$ cat config.mk
export PLATFORM = sky130hd
export DESIGN_NAME = escape_key_decoder_cursor_core
export DESIGN_NICKNAME = d
export VERILOG_FILES = /design/src/rtl/ekd_pkg.sv /design/src/rtl/escape_key_decoder_cursor_core.sv /design/src/rtl/ekd_fifo.sv /design/src/rtl/ekd_parse.sv /design/src/rtl/ekd_cursor.sv
export VERILOG_INCLUDE_DIRS = /design/src /design/src/rtl
export SDC_FILE = /design/constraint.sdc
export NUM_CORES = 1
export LEC_CHECK = 0
export BUFFER_PORTS_ARGS = -buffer_cell sky130_fd_sc_hd__buf_4
export CORE_MARGIN = 4
export CORE_UTILIZATION = 45
export DETAILED_ROUTE_END_ITERATION = 7
export MAX_ROUTING_LAYER = met4
export REMOVE_ABC_BUFFERS = 1
export SYNTH_ARGS = -nofsm -noshare
export SYNTH_HDL_FRONTEND = slang
export SYNTH_SLANG_ARGS = --single-unit
$ cat constraint.sdc
create_clock -name clk -period 5.07 [get_ports clk]
set_clock_uncertainty 0.05 [all_clocks]
set_input_delay 0 -clock clk [delete_from_list [all_inputs] [get_ports clk]]
set_output_delay 0 -clock clk [all_outputs]
set_load 0.01 [all_outputs]
$ cat src/rtl/escape_key_decoder_cursor_core_assert.svh
// ----------------------------------------------------------------------------
// escape_key_decoder_cursor_core_assert.svh
// Assertion macros for the escape key decoder. They expect clk and rst_n
// in scope.
// ----------------------------------------------------------------------------
`ifndef ESCAPE_KEY_DECODER_CURSOR_CORE_ASSERT_SVH
`define ESCAPE_KEY_DECODER_CURSOR_CORE_ASSERT_SVH

// same-cycle implication
`define EKD_ASSERT_HOLDS(lbl, pre, post) \
  lbl: assert property (@(posedge clk) disable iff (!rst_n) (pre) |-> (post)) \
    else $error("ekd: same-cycle check failed");

// next-cycle implication
`define EKD_ASSERT_NEXT(lbl, pre, post) \
  lbl: assert property (@(posedge clk) disable iff (!rst_n) (pre) |=> (post)) \
    else $error("ekd: next-cycle check failed");

`endif

$ cat src/rtl/ekd_pkg.sv
`timescale 1ns / 1ps
// ----------------------------------------------------------------------------
// ekd_pkg
// Shared types and constants of the escape key decoder.
// ----------------------------------------------------------------------------
package ekd_pkg;

  localparam int KEY_W      = 9;
  localparam int POS_W      = 10;
  localparam int CFG_DATA_W = 10;
  localparam int CFG_IDX_W  = 1;

  localparam int QUEUE_DEPTH_DEF = 2;

  localparam logic [CFG_DATA_W-1:0] SCREEN_ROWS_RST = 10'd24;
  localparam logic [CFG_DATA_W-1:0] SCREEN_COLS_RST = 10'd80;

  localparam logic [KEY_W-1:0] KEY_ESC   = 9'd27;
  localparam logic [KEY_W-1:0] KEY_LEFT  = 9'd256;
  localparam logic [KEY_W-1:0] KEY_RIGHT = 9'd257;
  localparam logic [KEY_W-1:0] KEY_UP    = 9'd258;
  localparam logic [KEY_W-1:0] KEY_DOWN  = 9'd259;
  localparam logic [KEY_W-1:0] KEY_PGUP  = 9'd260;
  localparam logic [KEY_W-1:0] KEY_PGDN  = 9'd261;
  localparam logic [KEY_W-1:0] KEY_HOME  = 9'd262;
  localparam logic [KEY_W-1:0] KEY_END   = 9'd263;
  localparam logic [KEY_W-1:0] KEY_DEL   = 9'd264;

  localparam logic [7:0] CTRL_MASK = 8'h1F;
  // Ctrl-Q
  localparam logic [KEY_W-1:0] KEY_QUIT = {1'b0, 8'h71 & CTRL_MASK};

  typedef enum logic [CFG_IDX_W-1:0] {
    REG_SCREEN_ROWS,
    REG_SCREEN_COLS
  } cfg_reg_t;

  typedef enum logic [1:0] {
    PH_IDLE,
    PH_ESC,
    PH_FOLLOW,
    PH_DIGIT
  } phase_t;

  typedef struct packed {
    logic       cmd;
    logic [7:0] in_byte;
  } in_word_t;

  typedef struct packed {
    logic             key_valid;
    logic [KEY_W-1:0] key_code;
  } key_word_t;

  typedef struct packed {
    logic             key_valid;
    logic [KEY_W-1:0] key_code;
    logic [POS_W-1:0] cursor_col;
    logic [POS_W-1:0] cursor_row;
    logic             quit;
  } out_word_t;

endpackage

$ cat src/rtl/escape_key_decoder_cursor_core.sv
`timescale 1ns / 1ps
// ----------------------------------------------------------------------------
// escape_key_decoder_cursor_core
// Terminal escape sequence key decoder driving a clamped text cursor.
//
// Input side is a queue: write a word (cmd, in_byte) with push while full is
// low. Result side is a queue too: while empty is low, out_word holds the
// oldest result; pop takes it. Every input word yields exactly one result.
// The parser takes one word per cycle into a key queue while full is low;
// the cursor stage drains that queue at one key per cycle into the result
// queue while that is not full, so the block sustains one word per clock
// while the consumer keeps popping. A word passes the key queue, then the
// result queue, before out_word shows it. If the consumer stops popping,
// the result queue fills, then the key queue, then full rises; no word is
// dropped. Reset (synchronous, rst_n low) empties both queues, returns the
// parser to idle, puts the cursor at 0,0 and loads 24 rows by 80 columns.
// Screen size writes (cfg_we, cfg_idx, cfg_wdata) take effect at once and
// belong in idle periods.
// ----------------------------------------------------------------------------
module escape_key_decoder_cursor_core #(
  parameter int QUEUE_DEPTH = ekd_pkg::QUEUE_DEPTH_DEF
) (
  input  logic                            clk,
  input  logic                            rst_n,
  input  logic                            push,
  output logic                            full,
  input  ekd_pkg::in_word_t               in_word,
  output logic                            empty,
  input  logic                            pop,
  output ekd_pkg::out_word_t              out_word,
  input  logic                            cfg_we,
  input  logic [ekd_pkg::CFG_IDX_W-1:0]   cfg_idx,
  input  logic [ekd_pkg::CFG_DATA_W-1:0]  cfg_wdata
);

  import ekd_pkg::*;

  key_word_t parse_word;
  key_word_t key_word;
  logic      key_empty;
  logic      key_pop;
  out_word_t res_word;
  logic      res_push;
  logic      res_full;
  logic      accept;

  assign accept = push && !full;

  ekd_parse u_parse (
    .clk      (clk),
    .rst_n    (rst_n),
    .accept   (accept),
    .in_word  (in_word),
    .key_word (parse_word)
  );

  ekd_fifo #(
    .WIDTH ($bits(key_word_t)),
    .DEPTH (QUEUE_DEPTH)
  ) u_key_q (
    .clk   (clk),
    .rst_n (rst_n),
    .push  (push),
    .din   (parse_word),
    .full  (full),
    .pop   (key_pop),
    .dout  (key_word),
    .empty (key_empty)
  );

  ekd_cursor u_cursor (
    .clk       (clk),
    .rst_n     (rst_n),
    .cfg_we    (cfg_we),
    .cfg_idx   (cfg_idx),
    .cfg_wdata (cfg_wdata),
    .key_word  (key_word),
    .key_empty (key_empty),
    .key_pop   (key_pop),
    .res_word  (res_word),
    .res_push  (res_push),
    .res_full  (res_full)
  );

  ekd_fifo #(
    .WIDTH ($bits(out_word_t)),
    .DEPTH (QUEUE_DEPTH)
  ) u_res_q (
    .clk   (clk),
    .rst_n (rst_n),
    .push  (res_push),
    .din   (res_word),
    .full  (res_full),
    .pop   (pop),
    .dout  (out_word),
    .empty (empty)
  );

`include "escape_key_decoder_cursor_core_assert.svh"

  `EKD_ASSERT_HOLDS(a_nokey_zero, !empty && !out_word.key_valid, out_word.key_code == '0 && !out_word.quit)
  `EKD_ASSERT_HOLDS(a_quit_code, !empty && out_word.quit, out_word.key_valid && out_word.key_code == KEY_QUIT)
  `EKD_ASSERT_HOLDS(a_code_range, !empty && out_word.key_valid, out_word.key_code <= KEY_DEL)
  `EKD_ASSERT_NEXT(a_full_needs_push, !full && !push, !full)

endmodule

$ cat src/rtl/ekd_fifo.sv
`timescale 1ns / 1ps
// ----------------------------------------------------------------------------
// ekd_fifo
// Small register queue with push/full and pop/empty sides.
// ----------------------------------------------------------------------------
module ekd_fifo #(
  parameter int WIDTH = 8,
  parameter int DEPTH = 2
) (
  input  logic             clk,
  input  logic             rst_n,
  input  logic             push,
  input  logic [WIDTH-1:0] din,
  output logic             full,
  input  logic             pop,
  output logic [WIDTH-1:0] dout,
  output logic             empty
);

  localparam int PTR_W = (DEPTH > 1) ? $clog2(DEPTH) : 1;
  localparam int CNT_W = $clog2(DEPTH + 1);

  logic [WIDTH-1:0] mem_r [DEPTH];
  logic [PTR_W-1:0] wr_ptr_r, wr_ptr_nxt;
  logic [PTR_W-1:0] rd_ptr_r, rd_ptr_nxt;
  logic [CNT_W-1:0] cnt_r, cnt_nxt;
  logic             do_push, do_pop;

  assign full    = (cnt_r == CNT_W'(DEPTH));
  assign empty   = (cnt_r == '0);
  assign do_push = push && !full;
  assign do_pop  = pop && !empty;
  assign dout    = mem_r[rd_ptr_r];

  always_comb begin
    wr_ptr_nxt = wr_ptr_r;
    rd_ptr_nxt = rd_ptr_r;
    cnt_nxt    = cnt_r;
    if (do_push) begin
      wr_ptr_nxt = (wr_ptr_r == PTR_W'(DEPTH - 1)) ? '0 : wr_ptr_r + 1'b1;
    end
    if (do_pop) begin
      rd_ptr_nxt = (rd_ptr_r == PTR_W'(DEPTH - 1)) ? '0 : rd_ptr_r + 1'b1;
    end
    if (do_push && !do_pop) begin
      cnt_nxt = cnt_r + 1'b1;
    end else if (do_pop && !do_push) begin
      cnt_nxt = cnt_r - 1'b1;
    end
  end

  always_ff @(posedge clk) begin
    if (!rst_n) begin
      wr_ptr_r <= '0;
      rd_ptr_r <= '0;
      cnt_r    <= '0;
    end else begin
      wr_ptr_r <= wr_ptr_nxt;
      rd_ptr_r <= rd_ptr_nxt;
      cnt_r    <= cnt_nxt;
    end
  end

  always_ff @(posedge clk) begin
    if (do_push) begin
      mem_r[wr_ptr_r] <= din;
    end
  end

endmodule

$ cat src/rtl/ekd_parse.sv
`timescale 1ns / 1ps
// ----------------------------------------------------------------------------
// ekd_parse
// Front end: escape sequence parser, one accepted word per cycle to key queue.
// ----------------------------------------------------------------------------
module ekd_parse (
  input  logic                clk,
  input  logic                rst_n,
  input  logic                accept,
  input  ekd_pkg::in_word_t   in_word,
  output ekd_pkg::key_word_t  key_word
);

  import ekd_pkg::*;

  localparam logic [7:0] CHAR_ESC   = 8'h1B;
  localparam logic [7:0] CHAR_LBRKT = 8'h5B;
  localparam logic [7:0] CHAR_O     = 8'h4F;
  localparam logic [7:0] CHAR_TILDE = 8'h7E;
  localparam logic [7:0] CHAR_ZERO  = 8'h30;
  localparam logic [7:0] CHAR_NINE  = 8'h39;

  function automatic logic [KEY_W-1:0] map_tilde(input logic [7:0] d);
    logic [KEY_W-1:0] k;
    unique case (d)
      8'h31, 8'h37: k = KEY_HOME;
      8'h33:        k = KEY_DEL;
      8'h34, 8'h38: k = KEY_END;
      8'h35:        k = KEY_PGUP;
      8'h36:        k = KEY_PGDN;
      default:      k = KEY_ESC;
    endcase
    return k;
  endfunction

  function automatic logic [KEY_W-1:0] map_letter(input logic [7:0] first,
                                                  input logic [7:0] b);
    logic [KEY_W-1:0] k;
    k = KEY_ESC;
    if (first == CHAR_LBRKT) begin
      unique case (b)
        8'h41:   k = KEY_UP;
        8'h42:   k = KEY_DOWN;
        8'h43:   k = KEY_RIGHT;
        8'h44:   k = KEY_LEFT;
        8'h48:   k = KEY_HOME;
        8'h46:   k = KEY_END;
        default: k = KEY_ESC;
      endcase
    end else if (first == CHAR_O) begin
      if (b == 8'h48) begin
        k = KEY_HOME;
      end else if (b == 8'h46) begin
        k = KEY_END;
      end
    end
    return k;
  endfunction

  phase_t     phase_r, phase_nxt;
  logic [7:0] first_r, first_nxt;
  logic [7:0] digit_r, digit_nxt;
  logic [7:0] b;
  logic       is_digit_seq;

  assign b            = in_word.in_byte;
  assign is_digit_seq = (first_r == CHAR_LBRKT) && (b >= CHAR_ZERO) && (b <= CHAR_NINE);

  // next state
  always_comb begin
    phase_nxt = phase_r;
    first_nxt = first_r;
    digit_nxt = digit_r;
    if (accept) begin
      if (in_word.cmd) begin
        phase_nxt = PH_IDLE;
      end else begin
        unique case (phase_r)
          PH_IDLE: begin
            if (b == CHAR_ESC) begin
              phase_nxt = PH_ESC;
            end
          end
          PH_ESC: begin
            first_nxt = b;
            phase_nxt = PH_FOLLOW;
          end
          PH_FOLLOW: begin
            if (is_digit_seq) begin
              digit_nxt = b;
              phase_nxt = PH_DIGIT;
            end else begin
              phase_nxt = PH_IDLE;
            end
          end
          PH_DIGIT: phase_nxt = PH_IDLE;
          default:  phase_nxt = PH_IDLE;
        endcase
      end
    end
  end

  // decoded key
  always_comb begin
    key_word = '0;
    if (in_word.cmd) begin
      if (phase_r != PH_IDLE) begin
        key_word.key_valid = 1'b1;
        key_word.key_code  = KEY_ESC;
      end
    end else begin
      unique case (phase_r)
        PH_IDLE: begin
          if (b != CHAR_ESC) begin
            key_word.key_valid = 1'b1;
            key_word.key_code  = {1'b0, b};
          end
        end
        PH_ESC: key_word = '0;
        PH_FOLLOW: begin
          if (!is_digit_seq) begin
            key_word.key_valid = 1'b1;
            key_word.key_code  = map_letter(first_r, b);
          end
        end
        PH_DIGIT: begin
          key_word.key_valid = 1'b1;
          key_word.key_code  = (b == CHAR_TILDE) ? map_tilde(digit_r) : KEY_ESC;
        end
        default: key_word = '0;
      endcase
    end
  end

  always_ff @(posedge clk) begin
    if (!rst_n) begin
      phase_r <= PH_IDLE;
      first_r <= '0;
      digit_r <= '0;
    end else begin
      phase_r <= phase_nxt;
      first_r <= first_nxt;
      digit_r <= digit_nxt;
    end
  end

endmodule

$ cat src/rtl/ekd_cursor.sv
`timescale 1ns / 1ps
// ----------------------------------------------------------------------------
// ekd_cursor
// Back end: applies decoded keys to the clamped cursor, holds the screen
// size registers and builds the result word.
// ----------------------------------------------------------------------------
module ekd_cursor (
  input  logic                            clk,
  input  logic                            rst_n,
  input  logic                            cfg_we,
  input  logic [ekd_pkg::CFG_IDX_W-1:0]   cfg_idx,
  input  logic [ekd_pkg::CFG_DATA_W-1:0]  cfg_wdata,
  input  ekd_pkg::key_word_t              key_word,
  input  logic                            key_empty,
  output logic                            key_pop,
  output ekd_pkg::out_word_t              res_word,
  output logic                            res_push,
  input  logic                            res_full
);

  import ekd_pkg::*;

  logic [CFG_DATA_W-1:0] rows_r, rows_nxt;
  logic [CFG_DATA_W-1:0] cols_r, cols_nxt;
  logic [POS_W-1:0]      col_r, col_nxt;
  logic [POS_W-1:0]      row_r, row_nxt;
  logic [POS_W-1:0]      last_col, last_row;
  logic                  step;

  assign step     = !key_empty && !res_full;
  assign key_pop  = step;
  assign res_push = step;
  assign last_col = (cols_r == '0) ? '0 : POS_W'(cols_r - 1'b1);
  assign last_row = (rows_r == '0) ? '0 : POS_W'(rows_r - 1'b1);

  always_comb begin
    rows_nxt = rows_r;
    cols_nxt = cols_r;
    if (cfg_we) begin
      unique case (cfg_reg_t'(cfg_idx))
        REG_SCREEN_ROWS: rows_nxt = cfg_wdata;
        REG_SCREEN_COLS: cols_nxt = cfg_wdata;
        default: ;
      endcase
    end
  end

  always_comb begin
    col_nxt = col_r;
    row_nxt = row_r;
    if (step && key_word.key_valid) begin
      unique case (key_word.key_code)
        KEY_LEFT:  if (col_r != '0)      col_nxt = col_r - 1'b1;
        KEY_RIGHT: if (col_r < last_col) col_nxt = col_r + 1'b1;
        KEY_UP:    if (row_r != '0)      row_nxt = row_r - 1'b1;
        KEY_DOWN:  if (row_r < last_row) row_nxt = row_r + 1'b1;
        KEY_PGUP:  row_nxt = '0;
        KEY_PGDN:  row_nxt = last_row;
        KEY_HOME:  col_nxt = '0;
        KEY_END:   col_nxt = last_col;
        default: ;
      endcase
    end
  end

  always_comb begin
    res_word            = '0;
    res_word.key_valid  = key_word.key_valid;
    res_word.key_code   = key_word.key_valid ? key_word.key_code : '0;
    res_word.cursor_col = col_nxt;
    res_word.cursor_row = row_nxt;
    res_word.quit       = key_word.key_valid && (key_word.key_code == KEY_QUIT);
  end

  always_ff @(posedge clk) begin
    if (!rst_n) begin
      rows_r <= SCREEN_ROWS_RST;
      cols_r <= SCREEN_COLS_RST;
      col_r  <= '0;
      row_r  <= '0;
    end else begin
      rows_r <= rows_nxt;
      cols_r <= cols_nxt;
      col_r  <= col_nxt;
      row_r  <= row_nxt;
    end
  end

endmodule

; Word-level counts from Yosys, hierarchy flattened
; Memory sizes are Yosys's and may differ from the RTL's. A register that Yosys moved wholly into a read port is not among the register bits.
; Cells that the tools add are included.
[totals]
regBits = 66
ramBits = 82
inputBits = 25
output_inout_bits = 33
wordCells = 149
n_memories = 2
[memory_table]
columns = memory, depth, width, read_ports, rd_clocked_by_memory_dff, wr, line_no
row1 = u_res_q.mem_r, 2, 31, 1, 1, 1, ekd_fifo.sv:23  ; logic [WIDTH-1:0] mem_r [DEPTH];
row2 = u_key_q.mem_r, 2, 10, 1, 1, 1, ekd_fifo.sv:23
[op_classes]
n_addsub = 14
n_lt_le_gt_ge = 4
n_eq_ne = 33
n_mux = 43
bitwise_logic = 2
n_reduce_logical = 38
[op_table]
columns = cell, count
row1 = $mux W10, 12
row2 = $pmux W10 S4, 3
row3 = $eq A8 B7 Y1 const B, 9
row4 = $eq A9 B9 Y1 const B, 8
row5 = $eq A8 B6 Y1 const B, 7
row6 = $mux W9, 6
row7 = $pmux W9 S6, 1
row8 = $pmux W9 S5, 1
row9 = $sub A10 B1 Y10 const B, 4
row10 = $add A10 B1 Y10 const B, 2
row11 = $logic_not A10 Y1, 2
row12 = $lt A10 B10 Y1, 2
row13 = $reduce_bool A10 Y1, 2
row14 = $mux W2, 7
row15 = $logic_and A1 B1 Y1, 13
row16 = $mux W1, 12
row17 = $eq A9 B5 Y1 const B, 1
row18 = $eq A2 B2 Y1 const B, 4
row19 = $eq A8 B5 Y1 const B, 1
row20 = $ge A8 B6 Y1 const B, 1
row21 = $le A8 B6 Y1 const B, 1
row22 = $logic_not A1 Y1, 8
row23 = $ne A8 B5 Y1 const B, 1
row24 = $pmux W2 S4, 1
row25 = other kinds (12), 25

; Depth between registers and ports, before layout
; Gate-level depths: netlist of run 1.
[logic_depth]
word_depth = 8
mapped_depth = 15
depth_no_buf = 12

; Hierarchy
; A second synthesis of run 1 with hierarchy kept.
[hier_totals]
cells_unflattened = 908
area_unflattened_um2 = 8753.4
[modules_own_cells]
columns = mod, n_inst, cells_per_inst, area_each_um2, seq_area_each_um2
row1 = ekd_cursor, 1, 566, 4022.6, 800.8
row2 = ekd_fifo (u_res_q), 1, 121, 2459.9, 1961.9
row3 = ekd_parse, 1, 163, 1311.3, 360.3
row4 = ekd_fifo (u_key_q), 1, 57, 945.9, 700.7
row5 = escape_key_decoder_cursor_core, 1, 1, 13.8, 0.0

; Least setup slack after synthesis of run 1
; OpenSTA, ideal clock, no wires.
[synth_path]
path_type = reg2reg
start = register u_cursor.cols_r[0]
end = memory u_res_q.mem_r[0][20] in the netlist's numbering (data pin)
setup_ns = 0.280
t_arrival_ns = 3.536
required_time_ns = 4.740
path_slack_ns = 1.203
stages_incl_launch_ff = 15
n_path_buf = 2
synth_period_minus_slack_ns = 3.867
cell_sequence = dfxtp_1 -> inv_1 -> ha_1 -> or3b_2 -> clkbuf_1 -> or4_1 -> clkbuf_1 -> o21ai_0 -> ha_1 -> a21oi_1 -> o21ai_0 -> a2111oi_0 -> nand4bb_1 -> a2111oi_0 -> nor3_1
[synth_lines]
columns = element, line_no
row1 = start: declaration, ekd_cursor.sv:24  ; logic [CFG_DATA_W-1:0] cols_r, cols_nxt;
row2 = start signal: assignment, ekd_cursor.sv:83  ; cols_r <= cols_nxt;
row3 = end: declaration, ekd_fifo.sv:23

==> results of run 1 <==
-- critical path, delay by kind of cell, from the launching register on --
kind | cells | cell delay (ps)
buffers and inverters | 1 | 80
adders and majority gates | 2 | 480
DFF | 1 | 360
and+or+nand+nor | 4 | 1340
AOI/OAI and AO/OA | 5 | 1640
-- timing repair --
item	CTS	global route
hold buffers	31	0
endpoints found under the setup margin	0	0
gates resized for setup	0	0
endpoints found under the hold margin	59	0
-- layout make-up --
cell class / instances / area share
Sequential cell: 150 / 0.380
Inverter: 24 / 0.00895
Clock inverter: 11 / 0.0132
Timing Repair Buffer: 96 / 0.0793
Multi-Input combinational cell: 664 / 0.438
Tap cell: 234 / 0.0291
Clock buffer: 21 / 0.0511
-- layer usage --
metal,GRT usage,part of all wire,vias up
li1,-,-,3461
met1,0.280,0.48,3279
met2,0.308,0.45,240
met3,0.0333,0.059,27
met4,0.0632,0.016,0
met5,-,0,-
-- registers in the layout (all words and copies together), names as in the netlist, 2 cells and up, named ones only --
| register | count |
|---|---|
| u_key_q.cnt_r | 2 |
| u_parse.first_r | 8 |
| u_parse.digit_r | 8 |
| u_res_q.cnt_r | 2 |
| u_cursor.col_r | 10 |
| u_cursor.rows_r | 10 |
| u_key_q.mem_r | 20 |
| u_res_q.mem_r | 62 |
| u_cursor.row_r | 10 |
| u_cursor.cols_r | 10 |
| u_parse.phase_r | 2 |
-- cells by family (layout without fill, tap and decap cells) --
family                     Yosys count  in the layout  synth area share
AOI/OAI and AO/OA                  210            210             0.164
xor gates and xnor gates            19             19            0.0195
buffers and inverters               77            152            0.0354
muxes                               61             61            0.0768
adders and majority gates           26             26            0.0382
and+or+nand+nor                    348            348             0.218
DFF                                150            150             0.449
-- Yosys cell counts (5+ instances only) --
cell type,number
sky130_fd_sc_hd__nand2_1,92
sky130_fd_sc_hd__edfxtp_1,82
sky130_fd_sc_hd__nor2_1,70
sky130_fd_sc_hd__dfxtp_1,68
sky130_fd_sc_hd__a21oi_1,61
sky130_fd_sc_hd__o21ai_0,46
sky130_fd_sc_hd__clkbuf_1,40
sky130_fd_sc_hd__mux2_2,35
sky130_fd_sc_hd__ha_1,26
sky130_fd_sc_hd__mux2i_1,26
sky130_fd_sc_hd__inv_1,23
sky130_fd_sc_hd__nor3_1,23
sky130_fd_sc_hd__nand3_1,20
sky130_fd_sc_hd__nor4_1,20
sky130_fd_sc_hd__nand2b_1,15
sky130_fd_sc_hd__and3_1,13
sky130_fd_sc_hd__o22ai_1,13
sky130_fd_sc_hd__or4_1,13
sky130_fd_sc_hd__or3_1,11
sky130_fd_sc_hd__xor2_1,11
sky130_fd_sc_hd__and2_1,10
sky130_fd_sc_hd__a21o_1,9
sky130_fd_sc_hd__nor2b_1,9
sky130_fd_sc_hd__buf_1,8
sky130_fd_sc_hd__nand4_1,8
sky130_fd_sc_hd__xnor2_1,8
sky130_fd_sc_hd__a31oi_1,7
sky130_fd_sc_hd__o21a_1,7
sky130_fd_sc_hd__o31a_1,6
sky130_fd_sc_hd__o31ai_1,6
sky130_fd_sc_hd__nand3b_1,5
sky130_fd_sc_hd__nor3b_1,5
sky130_fd_sc_hd__or2_2,5
-- power groups by stage --
stage / Sequential (mW) / Combinational [mW] / Clock [mW]
3_3_place_gp: 1.68 / 1.10 / 0
5_1_grt: 1.69 / 1.21 / 1.42
4_1_cts: 1.67 / 1.12 / 1.37
6_report: 1.66 / 1.10 / 1.34
2_1_floorplan: 1.69 / 0.627 / 0
3_5_place_dp: 1.69 / 1.10 / 0
-- through the flow --
| stage | instances | total power [mW] | utilization | setup slack [ps] | hold WS, ps |
|---|---|---|---|---|---|
| floorplan | 838 | 2.32 | - | 1270 | 21.8 |
| global placement | 1137 | 2.78 | 0.488 | 941 | 198 |
| detailed placement | 1137 | 2.79 | 0.488 | 857 | 200 |
| CTS | 1200 | 4.16 | 0.540 | 823 | 2.29 |
| global route | 1200 | 4.33 | 0.540 | 407 | 32.3 |
| finish | 1200 | 4.10 | 0.540 | 851 | -1.11 |
-- path summary, 6_finish.rpt --
path / to / slack, ps / cells past startpoint
min: u_cursor.rows_r[2]$_SDFFE_PN0P_ / -1 / 4
max: u_res_q.mem_r[1][20]$_DFFE_PP_ / 850 / 12
max reg2reg: u_res_q.mem_r[1][20]$_DFFE_PP_ / 850 / 12
min reg2reg: u_parse.digit_r[4]$_SDFFE_PN0P_ / 390 / 2
==> metrics, run 1 <==
run status finished, violations left; violated checks hold timing; power density over the cells 408 nW/um^2; slew at the pin closest to its max-slew limit approximately 900 ps; Post-synth EDFFs 82; cell-by-cell listing of the critical path inv_1 -> ha_1 -> or3b_2 -> or4_1 -> o21ai_0 -> ha_1 -> a21oi_1 -> o21ai_0 -> a2111oi_0 -> nand4bb_1 -> a2111oi_0 -> nor3_1; maximum clock insertion buffer count 2; cell accounting for the most synthesized area sky130_fd_sc_hd__edfxtp_1; Maximum Capacitance Violations 0; worst max-slew margin expressed relative to the limit 0.409; clock-pin transition on the worst setup and hold timing paths 60 ps; Post-CTS Setup Inserts 0; number of pins with negative max-slew slack in the final report 0; Slowest Stage Delay on Critical Path 610 ps; leading cell types in the layout, fill and taps excluded 92 x sky130_fd_sc_hd__nand2_1, 82 x sky130_fd_sc_hd__edfxtp_1, 68 x sky130_fd_sc_hd__nor2_1, 68 x sky130_fd_sc_hd__dfxtp_1, 65 x sky130_fd_sc_hd__buf_4; TritonCTS buffer count 17; CP startpoint u_cursor.cols_r[0]$_SDFFE_PN0P_; GP Congestion 0.902; number of endpoints with negative hold slack in the final report 1; count of antenna diodes in the layout 0; most frequent standard cell in the layout excluding fill and tap cells sky130_fd_sc_hd__nand2_1; post-DR vias/cell 5.84; placed inst area 9100 sq um; post-synthesis async set-or-reset flop share 0; area used by multi-input combinational logic 4410 sq um; Critical Path RT between 5000 and 6000 ps; internal power consumption just under 3 mW; sequential-to-total area share from yosys stat 0.449; CTS Root Cell sky130_fd_sc_hd__clkbuf_16; clock sink total 150; sequential cell area 3820 sq um; most instantiated flip-flop cell in the synthesis netlist sky130_fd_sc_hd__edfxtp_1; setup total negative slack 0 ps; relative contribution of sequential cells to total power 0.405; combined global-route utilization of all metal layers 0.203; Chip Height 146 um; insertion delay to the later sink of the worst-skew pair approximately 420 ps; number of nets with antenna violations after routing 0; aggregate global routing overflow 0; leakage power summed over all cells 3.72 nW; first-pass GRT wire length between 30000 and 40000 um; number of nets at the end of the flow 1004; Achievable Freq 237 MHz; final cycle utilization of the critical path 0.832; Synth top area share 0.289; layout cells sized above 1 0.165; startpoint of the most critical register-to-register path u_cursor.cols_r[0]$_SDFFE_PN0P_; post-route minimum period 4220 ps; top post-synthesis cells by area sky130_fd_sc_hd__edfxtp_1 29%, sky130_fd_sc_hd__dfxtp_1 16%, sky130_fd_sc_hd__mux2_2 4.6%; buffers added on ports 57; Fill cells 1699; area of the core between 15000 and 20000 sq um; placement row count 50; Post-Synthesis Cell Area 8520 sq um; Max rail drop VDD about 260 uV; area of the die 21200 sq um; number of design-rule violations left by the first detailed-router iteration 558; category of the most critical setup path flip-flop to flip-flop; category of the worst setup path capture point flip-flop; kind of path behind the tightest hold check input port to flip-flop; design area 10100 sq um; vias in the first global route 6435; proportion of total power due to net switching 0.290; part of the total power dissipated in the clock network 0.327; setup-violating endpoint count in the final report 0; startpoint of the tightest hold check path cfg_idx; largest fanout of any net on the critical path 7; Vias between 7000 and 8000; pin count of the biggest net entering global routing 32; Mean Syn Cell Area about 9.6 sq um; library cells used by synthesis 82; Die W 146 um; number of instances in the synthesized netlist 891; number of antenna violations at the first check in global routing 0; reported net switching power between 1 and 1.5 mW; initial standard-cell utilization of the core 0.457; Arrival @ worst endpoint 4310 ps; clock tree from TritonCTS yes; kind of start point of the critical path flip-flop; drt wl/cell 17.4 um; CTS HTree Levels 4; number of flip-flops and latches in the synthesized netlist 150; First-pass DRT Iterations 5; total detailed-routing wirelength 20900 um; worst slack on hold paths -1.11 ps; slowest library cell on the worst path sky130_fd_sc_hd__a2111oi_0; signed area change from the synthesized netlist to the final layout 18.1%; Final HPWL DP 15000 um; IO Count 58; RSZ-0062 raised after global routing no; DRC Markers 0; count of yosys warnings during synthesis 0; share of power burned in combinational logic 0.267
(Power assumes the default switching activity.)
==> run 2, diff against run 1 <==
Clock period 5.07 ns to 3.75 ns, I/O delays scaled along.
==> run 2 against run 1 <==
  * Die area did not move
  * Global-route usage rose by 0.39 points
  * Highest routed layer unchanged
  * Total power rose by 35%
  * Maximum frequency rose by 16%
  * Critical endpoint is now u_res_q.mem_r[0][20]$_DFFE_PP_
  * Sequential share of layout area fell by 1.5 points
  * Register-to-register slack got worse by 740 ps
  * Utilization rose by 2.2 points
  * Critical path type unchanged
  * Design area rose by 4.1%
  * Worst setup slack got worse by 740 ps
  * The run now ends clean
  * Largest power group unchanged
==> metrics, run 2 (same netlist as run 1, synthesis figures left out) <==
run status finished clean; initial standard-cell utilization of the core 0.457; drt wl/cell between 15 and 20 um; Fill cells 1655; insertion delay to the later sink of the worst-skew pair 420 ps; category of the most critical setup path flip-flop to flip-flop; register name with the most flops u_res_q.mem_r; largest fanout of any net on the critical path 3; DRC Markers 0; proportion of total power due to net switching 0.284; clock tree from TritonCTS yes; Largest register FFs 62; First-pass DRT Iterations 4; vias in the first global route between 6000 and 7000; post-DR vias/cell around 5.8; Critical Path RT ~3900 ps; first-pass GRT wire length 34700 um; Chip Height about 150 um; number of design-rule violations left by the first detailed-router iteration slightly above 500; Die W 146 um; CTS HTree Levels 4; area of the core 18600 sq um; GP Congestion 0.902; clock sink total 150; setup total negative slack 0 ps; pin count of the biggest net entering global routing 43; CTS Root Cell sky130_fd_sc_hd__clkbuf_16; number of pins with negative max-slew slack in the final report 0; slew at the pin closest to its max-slew limit 898 ps; worst max-slew margin expressed relative to the limit 0.399; reported net switching power 1.58 mW; Inst Count DP ~1200; leading cell types in the layout, fill and taps excluded 102 x sky130_fd_sc_hd__buf_4, 88 x sky130_fd_sc_hd__nand2_1, 82 x sky130_fd_sc_hd__edfxtp_1; Arrival @ worst endpoint 3760 ps; IO Count 58; layout cells sized above 1 0.223; area of the die 21200 sq um; setup-violating endpoint count in the final report 0; kind of start point of the critical path flip-flop; number of nets with antenna violations after routing 0; aggregate global routing overflow 0; worst reg-to-reg setup slack 110 ps; part of the total power dissipated in the clock network 0.315; TritonCTS buffer count 17; buffers added on ports 57; kind of path behind the tightest hold check input port to flip-flop; Final HPWL DP 15400 um; worst slack on hold paths 23.1 ps; post-route minimum period 3640 ps; total detailed-routing wirelength 21600 um; number of standard cells in the layout, taps in and fillers out about 1200; share of power burned in combinational logic 0.280; post-layout power 5.56 mW; placement row count 50; power density over the cells roughly 530 nW/um^2; leakage power summed over all cells 3.92 nW; largest registers in the final layout u_res_q.mem_r (62), u_key_q.mem_r (20); internal power consumption 3.98 mW; maximum clock insertion buffer count 2; number of endpoints with negative hold slack in the final report 0; Maximum Capacitance Violations 0; relative contribution of sequential cells to total power 0.404; number of antenna violations at the first check in global routing 0; signed area change from the synthesized netlist to the final layout 22.9%; category of the worst setup path capture point flip-flop; combined global-route utilization of all metal layers 0.207; Max rail drop VDD approximately 350 uV; final cycle utilization of the critical path 0.971; number of nets at the end of the flow slightly above 1000; most frequent standard cell in the layout excluding fill and tap cells sky130_fd_sc_hd__buf_4; Achievable Freq 275 MHz; count of antenna diodes in the layout 0; Vias 7136; clock-pin transition on the worst setup and hold timing paths approximately 60 ps
-- run 2: cell count changes in the layout (fill, tap and decap cells not counted), moves of 4 or more --
cell                            before  now
sky130_fd_sc_hd__dlygate4sd3_1      31   26
sky130_fd_sc_hd__o21ai_0            46   42
sky130_fd_sc_hd__nand2_1            92   88
sky130_fd_sc_hd__a21oi_1            61   57
sky130_fd_sc_hd__buf_4              65  102
sky130_fd_sc_hd__ha_1               26   22
-- run 2: worst max-delay path: stages, from the launching register on --
cell	delay (ps)
sky130_fd_sc_hd__dfxtp_1	310
sky130_fd_sc_hd__inv_1	60
sky130_fd_sc_hd__ha_2	170
sky130_fd_sc_hd__or3b_4	370
sky130_fd_sc_hd__or4_4	520
sky130_fd_sc_hd__o21ai_2	100
sky130_fd_sc_hd__ha_1	300
sky130_fd_sc_hd__a21oi_2	220
sky130_fd_sc_hd__o21ai_4	100
sky130_fd_sc_hd__a2111oi_4	280
sky130_fd_sc_hd__buf_4	160
sky130_fd_sc_hd__nand4bb_1	130
sky130_fd_sc_hd__a2111oi_2	420
sky130_fd_sc_hd__buf_4	170
sky130_fd_sc_hd__nor3_1	50
-- run 2: per-stage QoR --
stage | setup slack (ps) | cell area, sq um | util
floorplan | -48.6 | 8310 | -
global placement | -79.1 | 9390 | 0.504
detailed placement | -149 | 9390 | 0.504
CTS | -6.69 | 10300 | 0.551
global route | -17.9 | 10500 | 0.562
finish | 108 | 10500 | 0.562
-- run 2: layout make-up --
cell class | count | area [sq um] | area share
Multi-Input combinational cell | 664 | 4610 | 0.440
Sequential cell | 150 | 3820 | 0.365
Timing Repair Buffer | 130 | 1050 | 0.100
Clock buffer | 20 | 447 | 0.0427
Tap cell | 234 | 293 | 0.0280
Clock inverter | 11 | 159 | 0.0152
Inverter | 24 | 90.1 | 0.00860
-- run 2: power groups by stage --
stage	Clock [mW]	Sequential [mW]	Combinational (mW)
after floorplan	0	2.28	0.847
after global placement	0	2.27	1.52
after detailed placement	0	2.28	1.52
after CTS	1.79	2.25	1.56
after global routing	1.87	2.28	1.71
final	1.75	2.25	1.56
-- run 2: worst paths after layout --
path,startpoint,end,depth (start not counted)
hold reg to reg,u_parse.digit_r[4]$_SDFFE_PN0P_,u_parse.digit_r[4]$_SDFFE_PN0P_,2
hold / removal,push,u_parse.phase_r[0]$_SDFFE_PN0P_,4
setup reg to reg,u_cursor.cols_r[0]$_SDFFE_PN0P_,u_res_q.mem_r[0][20]$_DFFE_PP_,14
setup / recovery,u_cursor.cols_r[0]$_SDFFE_PN0P_,u_res_q.mem_r[0][20]$_DFFE_PP_,14
-- run 2: metal layers --
| metal | vias up | routed length [um] | track usage |
|---|---|---|---|
| li1 | 3529 | - | - |
| met1 | 3392 | 10300 | 0.284 |
| met2 | 179 | 9860 | 0.316 |
| met3 | 36 | 1060 | 0.0361 |
| met4 | 0 | 425 | 0.0594 |
| met5 | - | 0 | - |
-- run 2: timing repair --
| item | CTS | global route |
|---|---|---|
| hold buffers | 26 | 0 |
| endpoints found under the hold margin | 58 | 0 |
| gates resized for setup | 5 | 42 |
| pin swaps | 2 | 10 |
| setup endpoints to repair | 7 | 49 |
| setup buffers | 0 | 1 |
==> run 3, diff against run 2 <==
Settings changed: SYNTH_HIERARCHICAL set to 1.
==> run 3 against run 2 <==
  * Sequential cell count unchanged
  * Utilization down 0.39 points
  * Total power down 0.14%
  * Synthesized cell count up 1.9%
  * Combinational power up 4%
  * Largest cell class unchanged
  * Largest power group unchanged
==> metrics, run 3 <==
most instantiated library cell after synthesis sky130_fd_sc_hd__nand2_1; number of design-rule violations left by the first detailed-router iteration 773; kind of path behind the tightest hold check input port to flip-flop; internal power consumption approximately 4 mW; total detailed-routing wirelength 22900 um; final cycle utilization of the critical path 0.960; layout cells sized above 1 0.193; GP Congestion 0.943; CTS HTree Levels 4; category of the most critical setup path flip-flop to flip-flop; proportion of total power due to net switching 0.300; Max rail drop VDD 313 uV; power density over the cells 527 nW/um^2; kind of start point of the critical path flip-flop; placement row count 50; library cells used by synthesis 88; placed inst area 9510 sq um; most instantiated flip-flop cell in the synthesis netlist sky130_fd_sc_hd__edfxtp_1; Achievable Freq 278 MHz; share of power burned in combinational logic 0.291; setup-violating endpoint count in the final report 0; RSZ-0062 raised after global routing no; post-synthesis async set-or-reset flop share 0; most used standard cells in the synthesized netlist 96 x sky130_fd_sc_hd__nand2_1, 82 x sky130_fd_sc_hd__edfxtp_1, 68 x sky130_fd_sc_hd__dfxtp_1; Final HPWL DP 16400 um; run status finished clean; leading cell types in the layout, fill and taps excluded 96 x sky130_fd_sc_hd__nand2_1, 92 x sky130_fd_sc_hd__buf_4, 82 x sky130_fd_sc_hd__edfxtp_1; clock-pin transition on the worst setup and hold timing paths 60 ps; worst setup slack before clock tree synthesis about 24 ps; drt wl/cell 18.0 um; Chip Height 147 um; number of pins with negative max-slew slack in the final report 0; part of the total power dissipated in the clock network 0.309; count of yosys warnings during synthesis 6; area of the core 18900 sq um; leakage power summed over all cells 3.90 nW; post-route minimum period 3600 ps; number of antenna violations at the first check in global routing 0; IO Count 58; Maximum Capacitance Violations 0; number of instances in the synthesized netlist between 900 and 1000; clock tree from TritonCTS yes; worst max-slew margin expressed relative to the limit 0.211; number of nets with antenna violations after routing 0; Die W approximately 150 um; Synth top area share 0.281; worst setup slack after layout 151 ps; category of the worst setup path capture point flip-flop; number of endpoints with negative hold slack in the final report 0; sequential-to-total area share from yosys stat 0.437; Largest register FFs 62; cell accounting for the most synthesized area sky130_fd_sc_hd__edfxtp_1; pin count of the biggest net entering global routing between 40 and 50; Post-synth EDFFs 82; post-DR vias/cell 5.79; CTS Root Cell sky130_fd_sc_hd__clkbuf_16; signed area change from the synthesized netlist to the final layout 20.4%; relative contribution of sequential cells to total power 0.400; most frequent standard cell in the layout excluding fill and tap cells sky130_fd_sc_hd__nand2_1; Vias 7372; top post-synthesis cells by area sky130_fd_sc_hd__edfxtp_1 28%, sky130_fd_sc_hd__dfxtp_1 16%, sky130_fd_sc_hd__mux2_2 5.5%; Mean Syn Cell Area 9.64 sq um; buffers added on ports 57; largest registers in the final layout u_res_q/mem_r (62), u_key_q/mem_r (20); slew at the pin closest to its max-slew limit 1180 ps; combined global-route utilization of all metal layers 0.218; DRC Markers 0; reported net switching power about 1.7 mW; initial standard-cell utilization of the core 0.463; largest fanout of any net on the critical path 8; register name with the most flops u_res_q/mem_r; number of flip-flops and latches in the synthesized netlist 150; vias in the first global route between 6000 and 7000; post-layout power 5.55 mW; Post-Synthesis Cell Area 8750 sq um; number of nets at the end of the flow 1051; first-pass GRT wire length 37200 um; design area 10500 sq um; TritonCTS buffer count 17; count of antenna diodes in the layout 0; Arrival @ worst endpoint about 3700 ps; area of the die 21700 sq um; clock sink total 150; aggregate global routing overflow 0; First-pass DRT Iterations 7; maximum clock insertion buffer count 2; setup total negative slack 0 ps; Critical Path RT 3860 ps; insertion delay to the later sink of the worst-skew pair 420 ps
## run 3: logic make-up after synthesis
| family | share of synthesized area |
|---|---|
| AO/OA/AOI/OAI | 0.157 |
| XOR/XNOR | 0.0170 |
| adder cells (fa/ha/maj) | 0.0372 |
| buffers and inverters | 0.0353 |
| flip-flops | 0.437 |
| multiplexers | 0.0805 |
| AND/OR/NAND/NOR | 0.236 |
## run 3: metal layers
metal,track usage,routed length [um],vias up
met3,0.0359,1320,43
met5,-,0,-
met1,0.282,10100,3430
li1,-,-,3631
met2,0.357,11000,268
met4,0.0606,469,0
## run 3: repair_timing
action,4_1_cts,5_1_grt
endpoints found under the hold margin,50,0
gates resized for setup,1,7
setup buffers,0,5
hold buffers,34,0
endpoints found under the setup margin,2,34
## run 3: final cells by class
class | instances | area [sq um]
Clock buffer | 23 | 542
Multi-Input combinational cell | 683 | 4660
Tap cell | 260 | 325
Sequential cell | 150 | 3820
Fill cell | 1676 | 8360
Timing Repair Buffer | 126 | 1030
Clock inverter | 9 | 76.3
Inverter | 22 | 82.6
## run 3: power by group through the flow
stage / Combinational (mW) / Sequential (mW) / Clock [mW]
2_1_floorplan: 0.910 / 2.24 / 0
3_3_place_gp: 1.59 / 2.25 / 0
3_5_place_dp: 1.60 / 2.26 / 0
4_1_cts: 1.64 / 2.23 / 1.75
5_1_grt: 1.77 / 2.26 / 1.82
6_report: 1.62 / 2.22 / 1.71
## run 3: path summary, 6_finish.rpt
path | startpoint | endpoint | slack (ps) | cells past startpoint
max | u_cursor/cols_r[2]$_SDFFE_PN0P_ | u_res_q/mem_r[1][17]$_DFFE_PP_ | 150 | 10
min reg2reg | u_parse/digit_r[4]$_SDFFE_PN0P_ | u_parse/digit_r[4]$_SDFFE_PN0P_ | 430 | 1
min | cfg_we | u_cursor/cols_r[8]$_SDFFE_PN0P_ | 70 | 4
max reg2reg | u_cursor/cols_r[2]$_SDFFE_PN0P_ | u_res_q/mem_r[1][17]$_DFFE_PP_ | 150 | 10
## run 3: through the flow
stage               cells  hold slack [ps]  utilization
CTS                  1268             57.6        0.555
floorplan             855             21.8            -
finish               1273             72.1        0.558
detailed placement   1202              189        0.503
global placement     1202              182        0.503
global route         1273              105        0.558
## run 3: critical path, stage by stage, from the launching register on
cell,delay (ps)
sky130_fd_sc_hd__dfxtp_1,360
sky130_fd_sc_hd__or4_1,620
sky130_fd_sc_hd__nor4_1,280
sky130_fd_sc_hd__mux2i_1,340
sky130_fd_sc_hd__ha_1,320
sky130_fd_sc_hd__a21oi_2,140
sky130_fd_sc_hd__o21ai_0,110
sky130_fd_sc_hd__a21o_1,230
sky130_fd_sc_hd__or2_4,280
sky130_fd_sc_hd__o211a_1,240
sky130_fd_sc_hd__or3_1,360
